[config.mk]
export PLATFORM = sky130hd
export DESIGN_NAME = pic3_vstore
export DESIGN_NICKNAME = d
export VERILOG_FILES = /design/src/rtl/pic3_pkg.sv /design/src/rtl/pic3_vstore.sv
export SDC_FILE = /design/constraint.sdc
export NUM_CORES = 1
export LEC_CHECK = 0
export BUFFER_PORTS_ARGS = -buffer_cell sky130_fd_sc_hd__buf_2
export CAP_MARGIN = 5
export CELL_PAD_IN_SITES_DETAIL_PLACEMENT = 1
export CELL_PAD_IN_SITES_GLOBAL_PLACEMENT = 1
export CORE_MARGIN = 4
export CORE_UTILIZATION = 43
export DETAILED_ROUTE_END_ITERATION = 12
export PLACE_DENSITY = 0.71
export SLEW_MARGIN = 20
export SYNTH_ARGS = -nofsm -noshare
export SYNTH_HDL_FRONTEND = slang
export SYNTH_SLANG_ARGS = --single-unit
[constraint.sdc]
create_clock -name clk -period 6.5 [get_ports clk]
set_input_delay 1.3 -clock clk [delete_from_list [all_inputs] [get_ports clk]]
set_output_delay 1.3 -clock clk [all_outputs]
set_load 0.02 [all_outputs]
[src/rtl/pic3_pkg.sv]
// ============================================================================
// pic3_pkg
// Shared widths, types and codes for the convex polygon point test.
// ============================================================================
package pic3_pkg;

    localparam int MAX_VERT = 16;
    localparam int COORD_W  = 16;
    localparam int DIFF_W   = COORD_W + 1;
    localparam int VEC_W    = 2 * DIFF_W + 1;
    localparam int PROD_W   = 2 * VEC_W;
    localparam int ACC_W    = PROD_W + 2;
    localparam int IDX_W    = $clog2(MAX_VERT);
    localparam int CNT_W    = $clog2(MAX_VERT + 1);
    localparam int MIN_VERT = 3;

    localparam logic [1:0] KIND_NRM = 2'd0;
    localparam logic [1:0] KIND_CRS = 2'd1;
    localparam logic [1:0] KIND_DOT = 2'd2;

    typedef logic signed [COORD_W-1:0] coord_t;
    typedef logic signed [DIFF_W-1:0]  diff_t;
    typedef logic signed [VEC_W-1:0]   vec_t;
    typedef logic signed [ACC_W-1:0]   acc_t;

    typedef struct packed {
        coord_t x;
        coord_t y;
        coord_t z;
    } vertex_t;

    typedef struct packed {
        logic [1:0] kind;
        logic [1:0] comp;
    } mac_tag_t;

    typedef struct packed {
        logic     valid;
        logic     clr;
        logic     neg;
        logic     last;
        mac_tag_t tag;
    } mac_req_t;

    typedef struct packed {
        logic     valid;
        mac_tag_t tag;
    } mac_res_t;

endpackage

[src/rtl/pic3_vstore.sv]
// ============================================================================
// pic3_vstore
// Vertex store: one write port, one registered read port.
// ============================================================================
module pic3_vstore
(
    input  logic                       clk,
    input  logic                       we,
    input  logic [pic3_pkg::IDX_W-1:0] waddr,
    input  pic3_pkg::vertex_t          wdata,
    input  logic [pic3_pkg::IDX_W-1:0] raddr,
    output pic3_pkg::vertex_t          rdata
);

    pic3_pkg::vertex_t mem [pic3_pkg::MAX_VERT];
    pic3_pkg::vertex_t rdata_reg;

    always_ff @(posedge clk)
    begin
        if (we)
        begin
            mem[waddr] <= wdata;
        end
        rdata_reg <= mem[raddr];
    end

    assign rdata = rdata_reg;

endmodule

Word level (Yosys, flattened, before mapping)
Memories as Yosys holds them, arrays and structs flattened. A register that Yosys moved wholly into a read port is not among the register bits.
Cells that the tools add are included.
{"block": "classes", "muxes": 2}
{"operator": "1-bit 2-to-1 mux", "n": 2}
{"block": "totals", "register_bits": 0, "ramBits": 768, "input_bits": 58, "out_inout_bits": 48, "mem_count": 1}
{"name": "mem", "words": 16, "word_bits": 48, "read_ports": 1, "rd_clocked_by_memory_dff": 1, "write_ports": 1, "line_no": "pic3_vstore.sv:15", "rtl": "pic3_pkg::vertex_t mem [pic3_pkg::MAX_VERT];"}

Logic depth before layout (Yosys ltp)
{"block": "logic_depth", "word_depth": 2, "mapped_depth": 6, "ltp_nobuf": 3}

Worst setup path after synthesis
OpenSTA, ideal clock, no wires.
{"block": "synth_path", "path_type": "input to register", "start": "input port waddr[2] (netlist name)", "end": "memory mem[0][0] (netlist name) (enable)", "arrival_ns": 5.091, "slack_ns": 0.896, "path_stages": 2, "n_path_buf": 0, "path_cell_list": "or3b_2 -> nor3_1"}
{"item": "start, declared", "line_no": "pic3_vstore.sv:9", "rtl": "input logic [pic3_pkg::IDX_W-1:0] waddr,"}
{"item": "end, declared", "line_no": "pic3_vstore.sv:15"}
Straight into the memory's write port.

==> flow_results.org <==
** Synth
- Synth top area share :: 0.777
- Synth top area cells :: edfxtp_1 78%, mux4_2 15%, dfxtp_1 3.2%
- Library cell occupying the most area in the post-synthesis netlist :: edfxtp_1
- Synthesis inferred 816 register bits.
- Synthesis produced 1242 cells.
- In this run the cell area of the synthesized design comes to 29700 um2.
- Synthesis produced a netlist with a net count of 1300.
- The share of the Yosys chip area taken by registers is 0.809.
- During synthesis, Yosys emitted a total of 0 warnings.
- After synthesis, the mean cell area works out to ~24 um2.
- Synth cell types :: 17

** Setup path
- For the worst setup path, the data arrival time is roughly 3600 ps.
- Startpoint types :: input pin
- Startpoint of the most critical register-to-register path :: mem[14][27]
- In this run the worst path has a maximum fanout of 97.
- Worst Setup End Kind :: flop
- Beginning of the critical path :: raddr[1]
- In this design, the stage delay of the slowest critical-path cell is 680 ps.
- By startpoint and endpoint, the worst setup path is classified as in2reg.
- Counting both buffers and inverters, the worst setup path holds a total of 2.
- The signal on the critical path passes through clkbuf_8 -> buf_4 -> mux4_2 -> a22oi_1 -> nand2_1.
- Broken down by cell family, the worst path's largest delay share belongs to buffers and inverters.
- Standard cell with the maximum stage delay on the critical path :: clkbuf_8
- CP Data Required Time :: around 7000 ps

** Timing
- RSZ-0062 raised after global routing :: no
- Static timing analysis puts the maximum clock frequency at 321 MHz.
- The final count of hold timing violations was 0.
- Actual slew at the worst max-slew pin :: approximately 1100 ps
- Setup violations remaining at the end of the flow were counted as 0.
- Worst Skew :: 13.0 ps
- In the finished design, the share of the clock period the worst path needs comes to 0.479.
- The final count of pins violating max slew is 0.
- The worst path in the final design needs a cycle of ~3100 ps, including I/O delays and setup.
- Relative max-transition margin :: 0.264
- Setup TNS after final layout :: 0 ps

** Clock network
- Post-CTS repair timing setup buffer count :: 0
- TritonCTS built the clock tree.
- # resized after CTS :: 0
- H-tree levels :: 3
- CTS Hold Bufs :: 0
- For this design, the sink count on the clock tree is ~820.
- Clock input transition at the sequential cells of the worst setup and hold paths :: about 60 ps
- Maximum clock insertion buffer count :: 3
- Clock latency on the worst-skew pair, taken at its later pin, is 620 ps.
- The tree is rooted in a clkbuf_16.
- Clock tree synthesis inserted a total of 83 buffers.

** Detailed routing
- Dividing the detail-routed wire length by the instance count gives 30.4 um.
- Number of iterations in the first detailed-routing pass :: 7
- After detailed routing, the total wire length is a little over 70000 um.
- For this block, the via count after detailed routing is about 14000.
- DRT antenna net count :: 0
- DRC errors left :: 0
- DR vias/cell :: 5.87
- After the first detailed-routing iteration, the DRC count stood at 1712.

** Final layout
- Number of flip-flops in the largest register :: 768
- Compared with the post-synthesis result, the final layout area differs by 14.9%.
- Share of post-route cells with drive strength above 1 :: 0.319
- Final Net Count :: about 1500
- After routing the design area is roughly 34000 um2.
- Leaving out fill and tap cells, the most frequent cell in the layout is edfxtp_1.
- The top cell types in the final layout, fill and taps aside, are 768 x edfxtp_1, 192 x mux4_2, 103 x buf_2.

** Global routing
- Global routing finished with a remaining overflow of 0.
- In the global route stage, met3 resource usage came out at 0.0426.
- The first global-routing pass estimated ~100000 um of wire.
- GR Util met1 :: 0.278
- Total routing resource utilization after global routing :: 0.195
- Maximum number of pins on one net before global-route repair :: 98
- The number of global-route vias before repair is roughly 15000.
- The number of antenna violations at the first check in global routing is 7.
- For met2 alone, demand over resource in global routing was 0.314.
- In this run the most used layer during global routing was met2.

** Power and ir drop
- For this design the static power due to leakage is 10.9 nW.
- Across the VDD grid, the largest voltage drop is between 0.15 and 0.2 mV.
- Total power divided by cell area :: 327 nW/um2

** Floorplan
- The total area inside the core boundary comes to 68500 um2.
- For this design the top-level I/O count stands at around 110.
- Die Footprint :: 73300 um2
- Overall die height :: 271 um
- From left edge to right edge, the die measures 271 um.
- For this configuration, the core starts out at a cell density of 0.434.
- Number of rows created at floorplan :: 96

** Placed design
- Dpl cell area :: 31400 um2
- The congestion estimate from routability-driven global placement came to 0.706.
- Count of input and output buffers :: 105
- HPWL after detailed placement :: approximately 36000 um

** Hold path
- The min-delay analysis places its worst path in the category reg2reg.
- Hold path startpoint :: mem[4][22]

** Job
- Max-cap violations in this run came to 0.

** Outcome
- The run finished with clean final reports.
[where the power goes]
part           switching, W  internal, W
sequential        0.0000432      0.00588
combinational      0.000346     0.000207
clock               0.00191      0.00276
[Yosys cell counts]
master	instances
edfxtp_1	768
mux4_2	192
a22oi_1	96
nand2_1	49
dfxtp_1	48
clkbuf_1	28
buf_4	18
nor2_1	13
buf_1	9
buf_2	8
nor3_1	4
nand2b_1	2
nand3b_1	2
nor2b_1	2
and2_1	1
nand3_1	1
or3b_2	1
[worst reg2reg max path, cell delays in order, from the launching register on]
cell	delay, ps
edfxtp_1	410
mux4_2	500
a22oi_1	260
nand2_1	160
[worst paths after layout]
check / to / slack [ps] / cells past startpoint
setup / recovery: rdata[45] / 3390 / 5
setup reg to reg: rdata[27] / 5020 / 3
hold reg to reg: rdata[22] / 680 / 3
hold / removal: rdata[22] / 680 / 3
[cells by family (layout without fill, tap and decap cells)]
family | after synthesis | count (layout) | share of synthesized area
AO/OA/AOI/OAI | 96 | 96 | 0.0243
AND/OR/NAND/NOR | 75 | 75 | 0.0105
other | 0 | 1 | 0
buffers and inverters | 63 | 288 | 0.0106
multiplexers | 192 | 192 | 0.146
flip-flops | 816 | 816 | 0.809
[layout make-up]
class | count | area (um2)
antenna | 1 | 2.50
clock buffer | 124 | 2410
clock inverter | 26 | 268
fill | 5988 | 34300
multi-input combinational | 363 | 5490
sequential | 816 | 24000
tap | 882 | 1100
timing repair buffer | 138 | 830
[metrics by stage]
step	hold slack, ps	util	cells	power (W)	setup WS [ps]
3_3_place_gp	651	0.459	2197	0.00657	2790
3_5_place_dp	664	0.459	2199	0.00660	2750
6_report	676	0.499	2350	0.0112	3390
4_1_cts	676	0.498	2349	0.0113	3420
2_1_floorplan	635	-	1242	0.00635	896
5_1_grt	691	0.498	2349	0.0116	3270
[metal layers]
metal,routed length [um],share of wire
met5,47,0.00066
met3,5690,0.080
met1,29400,0.41
met4,1520,0.021
met2,34800,0.49
Note: power is estimated with default switching activity, not from simulation.
