==> src/rtl/pic3_pkg.sv <==
// ============================================================================
// pic3_pkg
// Shared widths, types and codes for the convex polygon point test.
// ============================================================================
package pic3_pkg;

    localparam int MAX_VERT = 16;
    localparam int COORD_W  = 16;
    localparam int DIFF_W   = COORD_W + 1;
    localparam int VEC_W    = 2 * DIFF_W + 1;
    localparam int PROD_W   = 2 * VEC_W;
    localparam int ACC_W    = PROD_W + 2;
    localparam int IDX_W    = $clog2(MAX_VERT);
    localparam int CNT_W    = $clog2(MAX_VERT + 1);
    localparam int MIN_VERT = 3;

    localparam logic [1:0] KIND_NRM = 2'd0;
    localparam logic [1:0] KIND_CRS = 2'd1;
    localparam logic [1:0] KIND_DOT = 2'd2;

    typedef logic signed [COORD_W-1:0] coord_t;
    typedef logic signed [DIFF_W-1:0]  diff_t;
    typedef logic signed [VEC_W-1:0]   vec_t;
    typedef logic signed [ACC_W-1:0]   acc_t;

    typedef struct packed {
        coord_t x;
        coord_t y;
        coord_t z;
    } vertex_t;

    typedef struct packed {
        logic [1:0] kind;
        logic [1:0] comp;
    } mac_tag_t;

    typedef struct packed {
        logic     valid;
        logic     clr;
        logic     neg;
        logic     last;
        mac_tag_t tag;
    } mac_req_t;

    typedef struct packed {
        logic     valid;
        mac_tag_t tag;
    } mac_res_t;

endpackage

==> src/rtl/pic3_mac.sv <==
// ============================================================================
// pic3_mac
// Shared multiply-accumulate unit: registered product, then signed accumulate.
// ============================================================================
module pic3_mac
(
    input  logic                clk,
    input  logic                rst_n,
    input  pic3_pkg::mac_req_t  req,
    input  pic3_pkg::vec_t      op_a,
    input  pic3_pkg::vec_t      op_b,
    output pic3_pkg::mac_res_t  res,
    output pic3_pkg::acc_t      sum
);

    pic3_pkg::mac_req_t             req_reg;
    logic signed [pic3_pkg::PROD_W-1:0] prod_reg;
    pic3_pkg::acc_t                 acc_reg;
    pic3_pkg::acc_t                 acc_next;
    pic3_pkg::acc_t                 prod_ext;
    pic3_pkg::acc_t                 base;

    always_ff @(posedge clk or negedge rst_n)
    begin
        if (!rst_n)
        begin
            req_reg <= '0;
        end
        else
        begin
            req_reg <= req;
        end
    end

    always_ff @(posedge clk)
    begin
        prod_reg <= op_a * op_b;
        if (req_reg.valid)
        begin
            acc_reg <= acc_next;
        end
    end

    always_comb
    begin
        prod_ext = pic3_pkg::ACC_W'(prod_reg);
        base     = req_reg.clr ? '0 : acc_reg;
        acc_next = req_reg.neg ? (base - prod_ext) : (base + prod_ext);
    end

    assign res.valid = req_reg.valid & req_reg.last;
    assign res.tag   = req_reg.tag;
    assign sum       = acc_next;

endmodule

==> config.mk <==
export PLATFORM = sky130hd
export DESIGN_NAME = pic3_mac
export DESIGN_NICKNAME = d
export VERILOG_FILES = /design/src/rtl/pic3_pkg.sv /design/src/rtl/pic3_mac.sv
export SDC_FILE = /design/constraint.sdc
export NUM_CORES = 2
export LEC_CHECK = 0
export BUFFER_PORTS_ARGS = -buffer_cell sky130_fd_sc_hd__buf_2
export CAP_MARGIN = 10
export CORE_AREA = 2 2 369 371
export CTS_CLUSTER_DIAMETER = 100
export DETAILED_ROUTE_END_ITERATION = 10
export DIE_AREA = 0 0 371 373
export PLACE_DENSITY = 0.62
export SLEW_MARGIN = 10
export SYNTH_ARGS = -nofsm -noshare
export SYNTH_HDL_FRONTEND = slang
export SYNTH_SLANG_ARGS = --single-unit
export TNS_END_PERCENT = 100
==> constraint.sdc <==
create_clock -name clk -period 5.7 [get_ports clk]
set_input_delay 0.285 -clock clk [delete_from_list [all_inputs] [get_ports clk]]
set_output_delay 0.285 -clock clk [all_outputs]
set_load 0.1 [all_outputs]
Yosys cells after proc, flatten, opt, wreduce, memory -nomap -nowiden
Index checks and enable logic that the tools add are counted.
{"block": "totals", "ff_bits": 150, "in_bits": 80}
{"block": "op_classes", "mux": 2, "bitwise_logic": 1, "n_mul": 1, "add_sub_neg": 2}
{"operator": "72-bit 2-to-1 mux", "n": 2}
{"operator": "72-bit by 70-bit adder with 72-bit output", "n": 1}
{"operator": "72-bit by 70-bit subtractor with 72-bit output", "n": 1}
{"operator": "35-bit by 35-bit multiplier with 70-bit output", "n": 1}
{"operator": "1-bit AND", "n": 1}

Longest topological paths before layout
{"block": "logic_depth", "depth_word": 3, "mapped_depth": 31, "mapped_depth_nobuf": 28}

Worst setup path after synthesis
OpenSTA, ideal clock, no wires.
{"block": "synth_path", "kind": "input port to flip-flop", "from": "in op_a[34]", "to": "reg prod_reg[66] (netlist bit)", "required_time_ns": 5.578, "stages": 27, "t_arrival_ns": 7.690, "path_slack_ns": -2.112, "path_buffers": 2, "setup_ns": 0.122, "cell_sequence": "clkbuf_1 clkbuf_1 nand2_1 inv_1 fa_1 inv_1 fa_1 inv_1 fa_1 inv_1 fa_1 inv_1 fa_1 fa_1 fa_1 inv_1 fa_1 inv_1 ha_1 a21o_1 o2111ai_1 nand2_1 a21oi_1 a31oi_1 a221oi_2 nor4bb_1 a311o_1"}
{"block": "synth_between", "elab_chain_len": 1}
{"item": "start, declared", "line_no": "pic3_mac.sv:10", "text": "input pic3_pkg::vec_t op_a,"}
{"item": "35-bit by 35-bit multiplier with 70-bit output", "line_no": "pic3_mac.sv:37", "text": "prod_reg <= op_a * op_b;"}
{"item": "end signal, assigned", "line_no": "pic3_mac.sv:37"}
{"item": "end, declared", "line_no": "pic3_mac.sv:17", "text": "logic signed [pic3_pkg::PROD_W-1:0] prod_reg;"}
No other way between the ends.
A chain may end at the register's enable or synchronous reset.

Worst setup path after layout
{"block": "layout_path", "from": "in op_a[20]", "to": "reg prod_reg[41] (netlist bit)"}
The elaborated chain is that of the path after synthesis.

==> flow_summary.yaml <==
floorplanning:
  ios: 157
  die-area_um2: 138400
  rows: 135
  die_h_um: 373
  die_w_um: 371
  core_um2: 134600
  start_util_pct: 39.77
flow_run:
  cap_violations: 0
grt:
  grt_pass1_wl_mm: 245.5
  antenna_found_initial: 2
  grt_usage_pct: 22.59
  grt_pass1_vias: 44380
  grt_overflow_total: 0
  grt_max_degree: 73
cells_and_area:
  syn_to_final_growth_pct: 22.47
  final_common_cell: "fa_1"
  largest_reg_flops: 72
  fin_nets: 7993
  final_cells: 8116
  drive_gt1_share_pct: 21.83
  antenna_cells: 0
  final_cell_mix: "fa_1, inv_1, and2_1"
  fill_cells: 12340
clocking:
  cts_buffers: 17
  clockRootBuffer: "clkbuf_16"
  clkTransAtPathRegs_ns: 0.07
  clk-insertion-delay-late_ns: 0.46
  numClockSinks: 150
  cts_tree: "yes"
  cts_buffer_depth: 2
  htreeDepth: 4
setup_path:
  arrival_ns: 7.31
  crit_top_cell: "buf_4"
  r2r_end: "acc_reg[69]$_DFFE_PP_"
  worst-path-buf-inv: 17
  endpoint: "prod_reg[41]$_DFF_P_"
  cp_top_family: "adder cells"
  ff2ff_setup_slack_ns: 0.77
  worst_setup_path_end_kind: "register"
  cpPeakStageDelay_ns: 0.60
  crit_path_start: "op_a[20]"
  start_kind: "primary input"
  cp_num_cells: 33
  worst-path-max-fanout: 5
  crit_slowest_cell: "fa_2"
  rr_worst_depth: 21
  required_ns: 6.07
  critPathKind: "primary input to register"
  reg2reg_from: "prod_reg[10]$_DFF_P_"
sta:
  rsz0062_at_grt: "true"
  relSlewSlack_pct: 31.93
  fmaxAchievable_mhz: 144.3
  hold_viol: 0
  period_needed_ns: 6.931
  slew_viol_final: 0
  fin_worst_skew_ns: 0.01731
  tightest_slew_ns: 1.021
  fin_ws_ns: -1.231
  final-setup-viol-count: 53
  fin_crit_sh_pct: 121.6
logic_synthesis:
  syn_inst: 5770
  syn_area_um2: 53540
  ys_warn_count: 0
  ys_seq_area_share_pct: 7.029
  syn_area_per_cell_um2: 9.279
  synth-seq-cells: 150
  synth_fp_nets: 7441
  async_flop_share_pct: 5.333
  yosysUniqueCellTypes: 85
  synth_flop_cell: "edfxtp_1"
  synth_edf_count: 72
detailed_routing:
  drt_first_iter_violations: 2415
  drc: 0
  wirelength_mm: 152.9
  post_drt_wl_per_cell_um: 18.84
  vias: 40520
  antenna_left: 0
  dr.pass1.iters: 5
  vias_per_cell: 4.992
min_path:
  holdCritPathClass: "primary input to async pin"
placed_design:
  gp_congestion: 0.9092
  placedCellCount: 7987
  place_hpwl_mm: 129.7
  portBuffers: 156
status:
  violations: "setup timing"
  status: "finished, violations left"
==> logic make-up (layout without fill, tap and decap cells) <==
group                      after synthesis  in the layout  synth area share, %
AOI/OAI and AO/OA                      524            524                6.281
buffers and inverters                 1557           2122                10.96
adders and majority gates             1591           1591                55.57
and+or+nand+nor                       1735           1735                16.64
DFF                                    150            150                7.029
xor gates and xnor gates               210            210                3.435
muxes                                    3              3              0.07945
==> worst min-delay path by stage <==
stage | end | slack [ns] | cells past startpoint
after floorplan | req_reg[4]$_DFF_PN0_ | -0.01 | 0
after global placement | res[1]$_DFF_PN0_ | 0.14 | 1
after detailed placement | res[1]$_DFF_PN0_ | 0.15 | 1
after CTS | req_reg[5]$_DFF_PN0_ | 0.19 | 2
after global routing | req_reg[5]$_DFF_PN0_ | 0.22 | 2
final | req_reg[5]$_DFF_PN0_ | 0.21 | 2
==> worst register-to-register path, cell delays in order, from the launching register on <==
cell	delay (ns)
dfxtp_2	0.32
or4_4	0.59
nor3_4	0.24
and3b_2	0.23
and2_4	0.16
nand2_4	0.07
buf_6	0.14
nor3_4	0.15
buf_6	0.13
a21oi_4	0.06
xnor2_4	0.23
ha_4	0.26
a21o_1	0.16
a21o_1	0.16
a21oi_2	0.15
o21ai_2	0.09
a221oi_2	0.33
o41ai_4	0.16
a21o_1	0.23
o31a_1	0.32
a221oi_2	0.33
xnor2_2	0.15
==> cell type report <==
type,instances,area (um^2),area share [%]
Inverter,1262,4747,7.239
Clock buffer,21,471.7,0.7193
Timing Repair Buffer,828,7602,11.59
Tap cell,1781,2228,3.398
Multi-Input combinational cell,4063,46610,71.08
Sequential cell,150,3776,5.758
Clock inverter,11,138.9,0.2118
==> per-stage QoR <==
stage	setup WS [ns]	hold WS (ns)	util (%)	setup TNS (ns)	cell area (um^2)
3_3_place_gp	-2.059	0.1364	45.50	-79.84	61260
4_1_cts	-1.356	0.1901	47.47	-43.01	63910
6_report	-1.231	0.2114	48.71	-43.22	65580
2_1_floorplan	-1.605	-0.01059	-	-37.66	54720
5_1_grt	-1.381	0.2223	48.71	-52.17	65580
3_5_place_dp	-2.107	0.1454	45.50	-82.10	61260
==> synthesized netlist by cell type, types with 5 or more instances <==
cell	n	area share, %
o211ai_1	10	0.14
nand2_1	626	4.4
edfxtp_1	72	4.0
nor4_1	9	0.11
nand3_1	26	0.24
dfxtp_1	70	2.6
fa_1	1312	49
and2_1	667	7.8
xnor2_1	166	2.7
nand2b_1	28	0.33
o21bai_1	38	0.53
a221oi_1	5	0.082
a31oi_1	26	0.30
o31a_1	6	0.098
o31ai_1	7	0.098
buf_1	6	0.042
a21o_1	60	0.84
buf_2	6	0.056
o21ai_0	91	0.85
nor2_1	164	1.1
xor2_1	44	0.72
and3_1	17	0.20
or3_1	5	0.058
clkbuf_1	279	2.0
dfrtp_1	8	0.37
ha_1	279	6.5
nor3_1	36	0.34
o21a_1	20	0.28
a211oi_1	11	0.15
nor2b_1	89	1.0
a21boi_0	6	0.084
inv_1	1261	8.8
nand4_1	35	0.41
a21oi_1	189	1.8
==> repair_timing <==
| action | in CTS | in global routing |
|---|---|---|
| gates resized for setup | 373 | 345 |
| setup buffers | 65 | 36 |
| hold endpoints to repair | 16 | 0 |
| hold buffers | 9 | 0 |
| pin swaps | 202 | 221 |
| setup endpoints to repair | 78 | 84 |
| cloned | 0 | 2 |
==> per-layer routing <==
| layer | wire, um | part of all wire, % | global-route usage (%) |
|---|---|---|---|
| met1 | 65910 | 43 | 30.50 |
| met2 | 73560 | 48 | 37.56 |
| met3 | 8578 | 5.6 | 3.075 |
| met4 | 4801 | 3.1 | 7.028 |
| met5 | 16 | 0.010 | 0 |
Power is not shown: default switching activity piles up to over one toggle a cycle in this logic, so the estimate is an artifact.
